--- config.mk ---
export PLATFORM = sky130hd
export DESIGN_NAME = internet_checksum_stream_top
export DESIGN_NICKNAME = d
export VERILOG_FILES = /design/src/hdl/ics_pkg.sv /design/src/hdl/internet_checksum_stream_top.sv /design/src/hdl/ics_input.sv /design/src/hdl/ics_accum.sv /design/src/hdl/ics_final.sv
export VERILOG_INCLUDE_DIRS = /design/src /design/src/hdl
export SDC_FILE = /design/constraint.sdc
export NUM_CORES = 1
export LEC_CHECK = 0
export ABC_CLOCK_PERIOD_IN_PS = 7300
export BUFFER_PORTS_ARGS = -buffer_cell sky130_fd_sc_hd__buf_2
export CAP_MARGIN = 10
export CELL_PAD_IN_SITES_DETAIL_PLACEMENT = 1
export CELL_PAD_IN_SITES_GLOBAL_PLACEMENT = 1
export CORE_ASPECT_RATIO = 1.4
export CORE_MARGIN = 2
export CORE_UTILIZATION = 49
export CTS_CLUSTER_DIAMETER = 80
export CTS_CLUSTER_SIZE = 14
export DETAILED_ROUTE_END_ITERATION = 10
export GPL_ROUTABILITY_DRIVEN = 0
export PLACE_DENSITY_LB_ADDON = 0.1
export SYNTH_ARGS = -nofsm -noshare
export SYNTH_HDL_FRONTEND = slang
export SYNTH_SLANG_ARGS = --single-unit
--- constraint.sdc ---
create_clock -name i_clk -period 7.3 [get_ports i_clk]
set_input_delay 0 -clock i_clk [delete_from_list [all_inputs] [get_ports i_clk]]
set_output_delay 0 -clock i_clk [all_outputs]
set_load 0.03 [all_outputs]
--- src/hdl/internet_checksum_stream_top_macros.svh ---
// Assertion shorthands shared by the checksum RTL.
// Both sample on i_clk and stay quiet while i_rst_n is low.
`ifndef INTERNET_CHECKSUM_STREAM_TOP_MACROS_SVH
`define INTERNET_CHECKSUM_STREAM_TOP_MACROS_SVH

// Check a property on every rising clock edge outside reset.
`define ICS_ASSERT(lbl, prop, msg) \
    lbl: assert property (@(posedge i_clk) disable iff (!i_rst_n) (prop)) else $error(msg);

// Check that a condition never holds.
`define ICS_NEVER(lbl, cond, msg) \
    `ICS_ASSERT(lbl, !(cond), msg)

`endif

--- src/hdl/ics_pkg.sv ---
package ics_pkg;

    localparam int unsigned SumW  = 32;
    localparam int unsigned WordW = 16;
    localparam int unsigned ByteW = 8;

    // Input beat after seed preparation.
    typedef struct packed {
        logic [ByteW-1:0] data_byte;
        logic [SumW-1:0]  start_sum;
        logic             first;
        logic             last;
        logic             odd_start;
    } t_item;

    // Accumulator state captured at the end of a message.
    typedef struct packed {
        logic [SumW-1:0]  sum;
        logic             high_phase;
        logic [ByteW-1:0] pend;
        logic             swap;
    } t_snap;

    // Add with end-around carry on 32 bits.
    function automatic logic [SumW-1:0] oc_add32(input logic [SumW-1:0] a,
                                                 input logic [SumW-1:0] b);
        logic [SumW:0] t;
        t = {1'b0, a} + {1'b0, b};
        return t[SumW-1:0] + {{(SumW-1){1'b0}}, t[SumW]};
    endfunction

    // Fold a 32-bit sum to 16 bits, two end-around steps.
    function automatic logic [WordW-1:0] fold16(input logic [SumW-1:0] s);
        logic [WordW:0] s1;
        logic [WordW:0] s2;
        s1 = {1'b0, s[SumW-1:WordW]} + {1'b0, s[WordW-1:0]};
        s2 = {1'b0, s1[WordW-1:0]} + {{WordW{1'b0}}, s1[WordW]};
        return s2[WordW-1:0];
    endfunction

    function automatic logic [WordW-1:0] swap16(input logic [WordW-1:0] v);
        return {v[ByteW-1:0], v[WordW-1:ByteW]};
    endfunction

endpackage

--- src/hdl/internet_checksum_stream_top.sv ---
// Streaming one's-complement (RFC 1071 style) checksum. Message bytes arrive one per
// beat on the slave side; tuser[0] marks the first byte (the sum restarts from the seed
// in tdata[39:8]) and tuser[1] flags a message starting at an odd address; tlast marks
// the final byte, for which one 16-bit checksum beat leaves on the master side. Bytes
// pair into little-endian words. Throughput is one byte per clock unless a last byte
// waits for the finishing stages to free up; the 32-bit end-around-carry adder closes
// the running-sum loop. After its last byte is accepted, the checksum passes through
// the input register, accumulator capture, lone-byte add, then fold/swap/invert into
// the output register. Each stage frees itself when the next one can take its contents,
// so o_s_tready follows i_m_tready combinationally only when every stage is full.
module internet_checksum_stream_top
    import ics_pkg::*;
(
    input  logic        i_clk,
    input  logic        i_rst_n,
    input  logic        i_s_tvalid,
    output logic        o_s_tready,
    input  logic [39:0] i_s_tdata,   // data_byte [7:0], seed [39:8]
    input  logic        i_s_tlast,   // last_of_message
    input  logic [1:0]  i_s_tuser,   // first_of_message [0], odd_start [1]
    output logic        o_m_tvalid,
    input  logic        i_m_tready,
    output logic [15:0] o_m_tdata    // checksum [15:0]
);

    logic  in_vld;
    t_item in_item;
    logic  in_take;
    logic  snap_vld;
    t_snap snap;
    logic  snap_take;

    ics_input u_input (
        .i_clk      (i_clk),
        .i_rst_n    (i_rst_n),
        .i_s_tvalid (i_s_tvalid),
        .o_s_tready (o_s_tready),
        .i_s_tdata  (i_s_tdata),
        .i_s_tlast  (i_s_tlast),
        .i_s_tuser  (i_s_tuser),
        .o_vld      (in_vld),
        .o_item     (in_item),
        .i_take     (in_take)
    );

    ics_accum u_accum (
        .i_clk       (i_clk),
        .i_rst_n     (i_rst_n),
        .i_vld       (in_vld),
        .i_item      (in_item),
        .o_take      (in_take),
        .o_snap_vld  (snap_vld),
        .o_snap      (snap),
        .i_snap_take (snap_take)
    );

    ics_final u_final (
        .i_clk       (i_clk),
        .i_rst_n     (i_rst_n),
        .i_snap_vld  (snap_vld),
        .i_snap      (snap),
        .o_snap_take (snap_take),
        .o_m_tvalid  (o_m_tvalid),
        .i_m_tready  (i_m_tready),
        .o_m_tdata   (o_m_tdata)
    );

endmodule

--- src/hdl/ics_input.sv ---
module ics_input
    import ics_pkg::*;
(
    input  logic        i_clk,
    input  logic        i_rst_n,
    input  logic        i_s_tvalid,
    output logic        o_s_tready,
    input  logic [39:0] i_s_tdata,   // data_byte [7:0], seed [39:8]
    input  logic        i_s_tlast,
    input  logic [1:0]  i_s_tuser,   // first_of_message [0], odd_start [1]
    output logic        o_vld,
    output t_item       o_item,
    input  logic        i_take
);

    logic             r_vld;
    t_item            r_item;
    logic [SumW-1:0]  seed;
    logic [SumW-1:0]  start_sum;
    logic             odd;

    assign seed = i_s_tdata[ByteW +: SumW];
    assign odd  = i_s_tuser[1];

    // Prepare the start sum: odd starts take the seed raw, even starts fold and swap
    assign start_sum = odd ? seed : {{(SumW-WordW){1'b0}}, swap16(fold16(seed))};

    assign o_s_tready = !r_vld || i_take;
    assign o_vld      = r_vld;
    assign o_item     = r_item;

    // Hold the accepted beat until the accumulator takes it
    always_ff @(posedge i_clk) begin
        if (!i_rst_n) begin
            r_vld <= 1'b0;
        end else if (i_s_tvalid && o_s_tready) begin
            r_vld <= 1'b1;
        end else if (i_take) begin
            r_vld <= 1'b0;
        end
    end

    always_ff @(posedge i_clk) begin
        if (i_s_tvalid && o_s_tready) begin
            r_item.data_byte <= i_s_tdata[ByteW-1:0];
            r_item.start_sum <= start_sum;
            r_item.first     <= i_s_tuser[0];
            r_item.last      <= i_s_tlast;
            r_item.odd_start <= odd;
        end
    end

endmodule

--- src/hdl/ics_accum.sv ---
`include "internet_checksum_stream_top_macros.svh"

module ics_accum
    import ics_pkg::*;
(
    input  logic  i_clk,
    input  logic  i_rst_n,
    input  logic  i_vld,
    input  t_item i_item,
    output logic  o_take,
    output logic  o_snap_vld,
    output t_snap o_snap,
    input  logic  i_snap_take
);

    logic [SumW-1:0]  r_sum;
    logic             r_phase;
    logic [ByteW-1:0] r_pend;
    logic             r_swap;
    logic             r_snap_vld;
    t_snap            r_snap;

    logic [SumW-1:0]  base_sum;
    logic             base_phase;
    logic [ByteW-1:0] base_pend;
    logic             base_swap;
    logic [SumW-1:0]  n_sum;
    logic             n_phase;
    logic [ByteW-1:0] n_pend;
    logic             snap_rdy;

    // Restart from the prepared seed on the first byte
    always_comb begin
        base_sum   = i_item.first ? i_item.start_sum : r_sum;
        base_phase = i_item.first ? i_item.odd_start : r_phase;
        base_pend  = i_item.first ? '0 : r_pend;
        base_swap  = i_item.first ? i_item.odd_start : r_swap;
    end

    // Pair bytes into little-endian words and add each completed word
    always_comb begin
        if (base_phase) begin
            n_sum   = oc_add32(base_sum, {{(SumW-WordW){1'b0}}, i_item.data_byte, base_pend});
            n_phase = 1'b0;
            n_pend  = '0;
        end else begin
            n_sum   = base_sum;
            n_phase = 1'b1;
            n_pend  = i_item.data_byte;
        end
    end

    assign snap_rdy   = !r_snap_vld || i_snap_take;
    assign o_take     = i_vld && (!i_item.last || snap_rdy);
    assign o_snap_vld = r_snap_vld;
    assign o_snap     = r_snap;

    // Advance the running state; clear it after the last byte
    always_ff @(posedge i_clk) begin
        if (!i_rst_n) begin
            r_sum   <= '0;
            r_phase <= 1'b0;
            r_pend  <= '0;
            r_swap  <= 1'b0;
        end else if (o_take) begin
            if (i_item.last) begin
                r_sum   <= '0;
                r_phase <= 1'b0;
                r_pend  <= '0;
                r_swap  <= 1'b0;
            end else begin
                r_sum   <= n_sum;
                r_phase <= n_phase;
                r_pend  <= n_pend;
                r_swap  <= base_swap;
            end
        end
    end

    // Capture the end-of-message state for finishing
    always_ff @(posedge i_clk) begin
        if (!i_rst_n) begin
            r_snap_vld <= 1'b0;
        end else if (o_take && i_item.last) begin
            r_snap_vld <= 1'b1;
        end else if (i_snap_take) begin
            r_snap_vld <= 1'b0;
        end
    end

    always_ff @(posedge i_clk) begin
        if (o_take && i_item.last) begin
            r_snap.sum        <= n_sum;
            r_snap.high_phase <= n_phase;
            r_snap.pend       <= n_pend;
            r_snap.swap       <= base_swap;
        end
    end

    `ICS_ASSERT(a_low_phase_no_pend, !r_phase |-> (r_pend == '0),
                "pending byte set outside the high phase")
    `ICS_ASSERT(a_last_clears, (o_take && i_item.last) |=> (r_sum == '0 && !r_phase && !r_swap),
                "state not cleared after last byte")
    `ICS_NEVER(a_snap_overrun, o_take && i_item.last && r_snap_vld && !i_snap_take,
               "end-of-message state overwritten before use")

endmodule

--- src/hdl/ics_final.sv ---
module ics_final
    import ics_pkg::*;
(
    input  logic             i_clk,
    input  logic             i_rst_n,
    input  logic             i_snap_vld,
    input  t_snap            i_snap,
    output logic             o_snap_take,
    output logic             o_m_tvalid,
    input  logic             i_m_tready,
    output logic [WordW-1:0] o_m_tdata
);

    logic             r_fa_vld;
    logic [SumW-1:0]  r_fa_sum;
    logic             r_fa_swap;
    logic             r_out_vld;
    logic [WordW-1:0] r_out_data;

    logic             out_rdy;
    logic             fa_rdy;
    logic             fa_adv;
    logic [WordW-1:0] folded;
    logic [WordW-1:0] oriented;

    assign out_rdy     = !r_out_vld || i_m_tready;
    assign fa_adv      = r_fa_vld && out_rdy;
    assign fa_rdy      = !r_fa_vld || out_rdy;
    assign o_snap_take = i_snap_vld && fa_rdy;

    // Add a lone low byte left at the end
    always_ff @(posedge i_clk) begin
        if (!i_rst_n) begin
            r_fa_vld <= 1'b0;
        end else if (o_snap_take) begin
            r_fa_vld <= 1'b1;
        end else if (fa_adv) begin
            r_fa_vld <= 1'b0;
        end
    end

    always_ff @(posedge i_clk) begin
        if (o_snap_take) begin
            r_fa_sum  <= oc_add32(i_snap.sum, {{(SumW-ByteW){1'b0}},
                                  (i_snap.high_phase ? i_snap.pend : {ByteW{1'b0}})});
            r_fa_swap <= i_snap.swap;
        end
    end

    // Fold, swap for odd starts, invert
    assign folded   = fold16(r_fa_sum);
    assign oriented = r_fa_swap ? swap16(folded) : folded;

    always_ff @(posedge i_clk) begin
        if (!i_rst_n) begin
            r_out_vld <= 1'b0;
        end else if (fa_adv) begin
            r_out_vld <= 1'b1;
        end else if (i_m_tready) begin
            r_out_vld <= 1'b0;
        end
    end

    always_ff @(posedge i_clk) begin
        if (fa_adv) begin
            r_out_data <= ~oriented;
        end
    end

    assign o_m_tvalid = r_out_vld;
    assign o_m_tdata  = r_out_data;

endmodule
==> flow_metrics.tcl, run 1 <==
set metrics [dict create \
    yosys.area.top_type "edfxtp_1" \
    leakage_nw 5.30 \
    worstRegToRegCells 16 \
    ant_nets 0 \
    clockBufferDepth 2 \
    clk_pin_slew_ps 70 \
    finalPower_mw 2.71 \
    utilization_pct 55.8 \
    drive_gt1_share_pct 11.8 \
    rsz0062_at_grt "false" \
    layout.nets 1522 \
    whs_endpoint "u_input.o_item[8]" \
    syn_nets 1440 \
    outcome "complete, but fails checks" \
    hold-path-cell-count 3 \
    tns_ps 0 \
    antenna_found_initial 0 \
    synth-simple-area-share_pct 19.2 \
    grt_pass1_wl_mm 59.4 \
    finalMaxSlewViolations 0 \
    avgSynthCellArea_um2 9.51 \
    p_int_mw 1.87 \
    synth-seq-cells 180 \
    worst_pin_slew_ps 1060 \
    die_w_um 140 \
    grt_use_total_pct 27.7 \
    insertion_delay_ps 450 \
    met1_length_mm 14.0 \
    p_per_area_mw_per_mm2 191 \
    n_fill_cell 2875 \
    crit_arrival_ps 6040 \
    drc 0 \
    worst_clock_skew_ps 7.68 \
    max-vdd-ir-drop_mv 0.176 \
    pwr-share-comb_pct 22.5 \
    netSwitchingFraction_pct 31.0 \
    finalCritPeriodShare_pct 80.0 \
    synth_compound_area_share_pct 17.2 \
    ys_types 87 \
    vias 10600 \
    htree_levels 4 \
    vias_per_cell 6.10 \
    pin_count 65 \
    first_global_vias 11306 \
    p_switching_uw 840 \
    most-common-layout-cells "edfxtp_1 (134), nand2_1 (121), nor2_1 (101), xnor2_1 (97), o21ai_0 (73)" \
    max_slew_margin_pct 29.4 \
    postCtsSetupRepairBufs 0 \
    synth_async_sr_flop_share_pct 0 \
    die_h_um 194 \
    final-hold-violation-count 1 \
    violations "hold timing" \
    r2r_end "u_accum.o_snap[34]" \
    synthMuxAreaShare_pct 4.30 \
    clockPowerShare_pct 32.8 \
    port_buffers 64 \
    fin_crit_ps 5840 \
    wl_met2_mm 20.4 \
    synthAdderAreaFrac_pct 7.07 \
    hold_start "i_s_tdata[13]" \
    netlist_top_cells_area "edfxtp_1 (32%), dfxtp_1 (7.3%), xnor2_1 (6.7%), ha_1 (6.4%), xor2_1 (3.6%)" \
    critPathMaxFanout 24 \
    fmax_mhz 171 \
    area_growth_pct 12.4 \
    synth_xor_area_share_pct 10.4 \
    wirelength_mm 37.2 \
    endpoint_kind "flip-flop" \
    wl_per_cell_um 21.4 \
    rr_startpoint "u_input.o_item[2]" \
    worst-endpoint-required_ps 7500 \
    min_path_type "in -> reg" \
    maxCapViolCount 0 \
    grt.overflow.total 0 \
    ys_seq_area_share_pct 39.2 \
    start_kind "flip-flop" \
    p_seq_share_pct 44.6 \
    route.met3.wl_um 972 \
    final_common_cell "edfxtp_1" \
    core-area_mm2 0.0254 \
    hpwl_mm 28.7 \
    grt_max_degree 48 \
    cts_buffers 17 \
    netlist_area_mm2 0.0126 \
    ys.flop_type "edfxtp_1" \
    initial_utilization_pct 49.7 \
    dr.max_layer_used "met4" \
    firstDrtPassIters 5 \
    synthCells 1325 \
    yosysTopAreaCellShare_pct 31.9 \
    root_buffer "clkbuf_16" \
    cts_sinks 180 \
    rrSetupSlack_ps 1460 \
    whs_ps -5.81 \
    rows 69 \
    drt_iter0_drc 548 \
    n_antenna_cell 0 \
    die_area_mm2 0.0270 \
    synth_top_family_by_area "simple AND/OR/NAND/NOR gates" \
    yosysWarnings 0 \
    setup-violations-final 0 \
    synth_edf_count 134 \
    setup.worst_path.class "reg -> reg" \
    cts_tree "built" \
]
## per-stage QoR
step           cell area (um^2)  setup WS [ps]  std cells  hold WS [ps]
2_1_floorplan             12600           1910       1325          98.9
3_3_place_gp              13200           1730       1667           176
3_5_place_dp              13200           1560       1667           178
4_1_cts                   14200           1540       1738          12.7
5_1_grt                   14200           1140       1739          11.5
6_report                  14200           1460       1739         -5.81
## final cells by class
class | count | area, um^2 | area share [%]
sequential | 180 | 4940 | 34.9
tap | 319 | 399 | 2.82
clock buffer | 18 | 429 | 3.03
inverter | 30 | 113 | 0.795
timing repair buffer | 114 | 806 | 5.69
multi-input combinational | 1064 | 7350 | 51.9
clock inverter | 14 | 125 | 0.883
## registers in the layout, summed over array words and instances, names as in the netlist
signal / flops
u_input.o_vld: 1
u_final.r_fa_vld: 1
u_accum.r_swap: 1
u_final.r_fa_sum: 32
u_final.o_m_tdata: 16
u_accum.o_snap_vld: 1
u_accum.r_sum: 32
u_accum.r_phase: 1
u_final.o_m_tvalid: 1
u_accum.r_pend: 8
u_final.r_fa_swap: 1
u_input.o_item: 43
u_accum.o_snap: 42
## metal layers
layer	up-vias	GRT usage (%)
met1	5233	29.1
met4	0	14.2
met5	-	0
met2	239	53.6
li1	5052	-
met3	76	3.01
## power by group through the flow
stage / registers [mW] / logic [mW] / clock network (mW)
floorplan: 1.20 / 0.434 / 0
global placement: 1.23 / 0.568 / 0
detailed placement: 1.23 / 0.582 / 0
CTS: 1.21 / 0.603 / 0.898
global route: 1.21 / 0.668 / 0.937
finish: 1.21 / 0.610 / 0.889
## cells by family (layout without fill, tap and decap cells)
family          after synthesis  after routing
buf+inv                      81            176
fa+ha+maj                    69             69
xor+xnor                    149            149
simple gates                475            475
compound gates              321            321
mux                          50             50
flops                       180            180
## synthesized netlist by cell type (all sizes together) (10+ instances only)
cell type / count
dfxtp: 46
nor3: 33
a21oi: 61
nand4: 22
clkbuf: 36
nor4: 10
o21ai: 82
and3: 14
xor2: 52
nor2b: 12
edfxtp: 134
o211ai: 10
a21o: 27
mux2i: 27
o21a: 16
inv: 29
xnor2: 97
buf: 15
a211oi: 13
and2: 53
a31oi: 15
nand3: 49
nand2: 121
nor2: 103
mux2: 23
ha: 64
a22oi: 24
## worst max-delay path by stage
stage                            to         startpoint  cells after the start  slack, ps
2_1_floorplan    u_accum.o_snap[34]  u_input.o_item[2]                     23       1910
5_1_grt        u_final.r_fa_sum[29]  u_accum.o_snap[9]                     19       1140
3_5_place_dp   u_final.r_fa_sum[26]  u_accum.o_snap[9]                     19       1560
6_report         u_accum.o_snap[34]  u_input.o_item[2]                     16       1460
3_3_place_gp     u_accum.o_snap[38]  u_input.o_item[2]                     17       1730
4_1_cts          u_accum.o_snap[34]  u_input.o_item[2]                     16       1540
## critical path: stages, from the launching register on
cell and delay, ps:
edfxtp_1 1050, mux2_2 430, ha_1 410, and4_4 300, nand3_1 100, nor3_1 490, o21ai_2 200, or2_1 260
nor3_1 430, ha_1 260, ha_1 180, and2_1 230, nand2_1 160, nor4_4 400, a21oi_1 150, or3_1 340
and2_1 170
## repair_timing
item | 4_1_cts | 5_1_grt
hold endpoints to repair | 42 | 0
gates resized for setup | 0 | 0
hold buffers | 39 | 0
(Power assumes the default switching activity.)
==> run 2, diff against run 1 <==
ABC_AREA = 1   (was default)
ABC_CLOCK_PERIOD_IN_PS = 5200   (was 7300)
CORE_UTILIZATION = 42   (was 49)
clock period = 5.2 ns   (was 7.3 ns; I/O delays follow)
==> run 2 against run 1 <==
Against the previous run:
- the run now ends clean
- final area increased by 14%
- register-to-register slack got worse by 920 ps
- highest routed layer unchanged
- non-clock buffer count increased by 30
- count of clock-buffer cells in the layout fell by 1
- final cell count up 48%
- worst hold slack improved by 180 ps
- clock skew rose by 6.6 ps
- largest cell class unchanged
- wire length is 29% higher
- combinational power increased by 34%
- sequential share of layout area is 4.3 points lower
- sequential power is 36% higher
- clock power grew 53%
==> flow_metrics.tcl, run 2 <==
set metrics [dict create \
    drc 0 \
    slowest_stage "edfxtp_1" \
    die_w_um 159 \
    ys_types 53 \
    yosys-top-cells-count "nand2_1 (647), inv_1 (248), nor2_1 (167)" \
    die_area_mm2 0.0351 \
    yosysTopAreaCellShare_pct 28.5 \
    finalMaxSlewViolations 0 \
    endpoint_kind "flip-flop" \
    tns_ps 0 \
    root_buffer "clkbuf_16" \
    firstDrtPassIters 5 \
    area_growth_pct 14.7 \
    cts_tree "built" \
    netlist_top_cells_area "edfxtp_1 (29%), nand2_1 (17%), inv_1 (6.6%), dfxtp_1 (6.5%), ha_1 (5.7%)" \
    netlist_area_mm2 0.0141 \
    clk_pin_slew_ps 80 \
    wl_per_cell_um 18.7 \
    finalCritPeriodShare_pct 89.6 \
    yosysMostFrequentCell "nand2_1" \
    grt_use_total_pct 27.8 \
    yosys.area.top_type "edfxtp_1" \
    critPathMaxFanout 37 \
    max_slew_margin_pct 36.8 \
    crit_arrival_ps 4940 \
    synth_async_sr_flop_share_pct 0 \
    final_cells 2574 \
    antenna_found_initial 0 \
    final_area_mm2 0.0162 \
    setup.worst_path.class "reg -> reg" \
    grt.overflow.total 0 \
    synth_edf_count 134 \
    grt_max_degree 46 \
    fin_ws_ps 543 \
    grt_pass1_wl_mm 76.2 \
    die_h_um 221 \
    htree_levels 4 \
    most-common-layout-cells "nand2_1 (647), inv_1 (248), nor2_1 (167), nand3_1 (136), edfxtp_1 (134)" \
    largest_reg_flops 43 \
    core-area_mm2 0.0332 \
    final-hold-violation-count 0 \
    max_stage_delay_ps 390 \
    synth-seq-cells 180 \
    vias_per_cell 5.26 \
    drt_iter0_drc 612 \
    rows 79 \
    pin_count 65 \
    maxCapViolCount 0 \
    worst_pin_slew_ps 948 \
    hold_start "i_s_tuser[1]" \
    p_per_area_mw_per_mm2 236 \
    max-vdd-ir-drop_mv 0.228 \
    outcome "completed" \
    cts_buffers 17 \
    ys.flop_type "edfxtp_1" \
    place_ws_ps 355 \
    whs_ps 176 \
    avgSynthCellArea_um2 7.11 \
    clockBufferDepth 2 \
    cp_common_cell "nand2_1" \
    worst_clock_skew_ps 14.3 \
    min_path_type "in -> reg" \
    final_common_cell "nand2_1" \
    n_fill_cell 4299 \
    worst-endpoint-required_ps 5480 \
    first_global_vias 14413 \
    setup-violations-final 0 \
    finalPower_mw 3.82 \
    hpwl_mm 38.8 \
    fmax_mhz 215 \
    port_buffers 64 \
    wirelength_mm 48.1 \
    ys_seq_area_share_pct 35.0 \
    leakage_nw 7.21 \
    crit_path_start "u_input.o_item[2]" \
    vias 13539 \
    rr_startpoint "u_input.o_item[2]" \
    insertion_delay_ps 470 \
    fin_crit_ps 4660 \
    rsz0062_at_grt "false" \
    placed_cell_area_mm2 0.0151 \
    utilization_pct 48.7 \
    layout.nets 2231 \
    initial_utilization_pct 42.5 \
    placed_cells 2495 \
    ant_nets 0 \
    start_kind "flip-flop" \
    drive_gt1_share_pct 13.2 \
    synthCells 1986 \
    syn_nets 2101 \
    multi_input_area_mm2 0.00803 \
    cts_sinks 180 \
    n_antenna_cell 0 \
    seqCellArea_mm2 0.00494 \
    yosysWarnings 0 \
]
run 2: cell types whose count changed after synthesis, sizes merged, moves of 23 or more:
cell	before	now
mux2i	27	0
nor2	103	212
a22oi	24	0
and2	53	2
xnor2	97	25
inv	29	257
nand3	49	144
a21oi	61	97
mux2	23	0
nand2	121	710
a21o	27	2
xor2	52	80
run 2: power by group:
group | leakage [nW] | internal [mW] | total, mW | switching [mW]
clock | 0.296 | 0.662 | 1.36 | 0.699
combinational | 5.27 | 0.255 | 0.818 | 0.563
sequential | 1.64 | 1.61 | 1.65 | 0.0357
run 2: worst paths after layout:
check | end | slack [ps] | cells past startpoint
min | u_input.o_item[0] | 180 | 1
max | u_accum.o_snap[40] | 540 | 30
min reg2reg | u_final.r_fa_swap | 430 | 0
max reg2reg | u_accum.o_snap[40] | 540 | 30
run 2: cell type report:
class / instances / share of cell area, %
Clock buffer: 17 / 2.63
Clock inverter: 15 / 1.19
Inverter: 259 / 6.08
Multi-Input combinational cell: 1514 / 49.6
Sequential cell: 180 / 30.6
Tap cell: 445 / 3.44
Timing Repair Buffer: 144 / 6.51
run 2: timing repair:
action | 4_1_cts | 5_1_grt
setup endpoints to repair | 0 | 16
hold buffers | 45 | 0
endpoints found under the hold margin | 46 | 0
resized for setup | 0 | 2
setup buffers | 0 | 1
run 2: layer usage:
metal / GRT usage (%) / up-vias / wire length, um
li1: - / 6647 / -
met1: 27.5 / 6529 / 17300
met2: 55.3 / 254 / 26500
met3: 3.49 / 109 / 1430
met4: 15.6 / 0 / 2850
met5: 0 / - / 0
run 2: kinds of logic (layout without fill, tap and decap cells):
logic type / after synthesis / after routing / share of synthesized area, %
DFF: 180 / 180 / 35.0
xor gates and xnor gates: 105 / 105 / 6.57
AOI/OAI and AO/OA: 194 / 194 / 7.73
adders and majority gates: 68 / 68 / 6.24
buffers and inverters: 292 / 435 / 8.22
and+or+nand+nor: 1147 / 1147 / 36.2
run 2: worst max-delay path, delay by kind of cell, from the launching register on:
kind	cells	cell delay, ps
AOI/OAI and AO/OA	1	220
and+or+nand+nor	22	2620
buffers and inverters	3	380
adders and majority gates	4	850
DFF	1	390
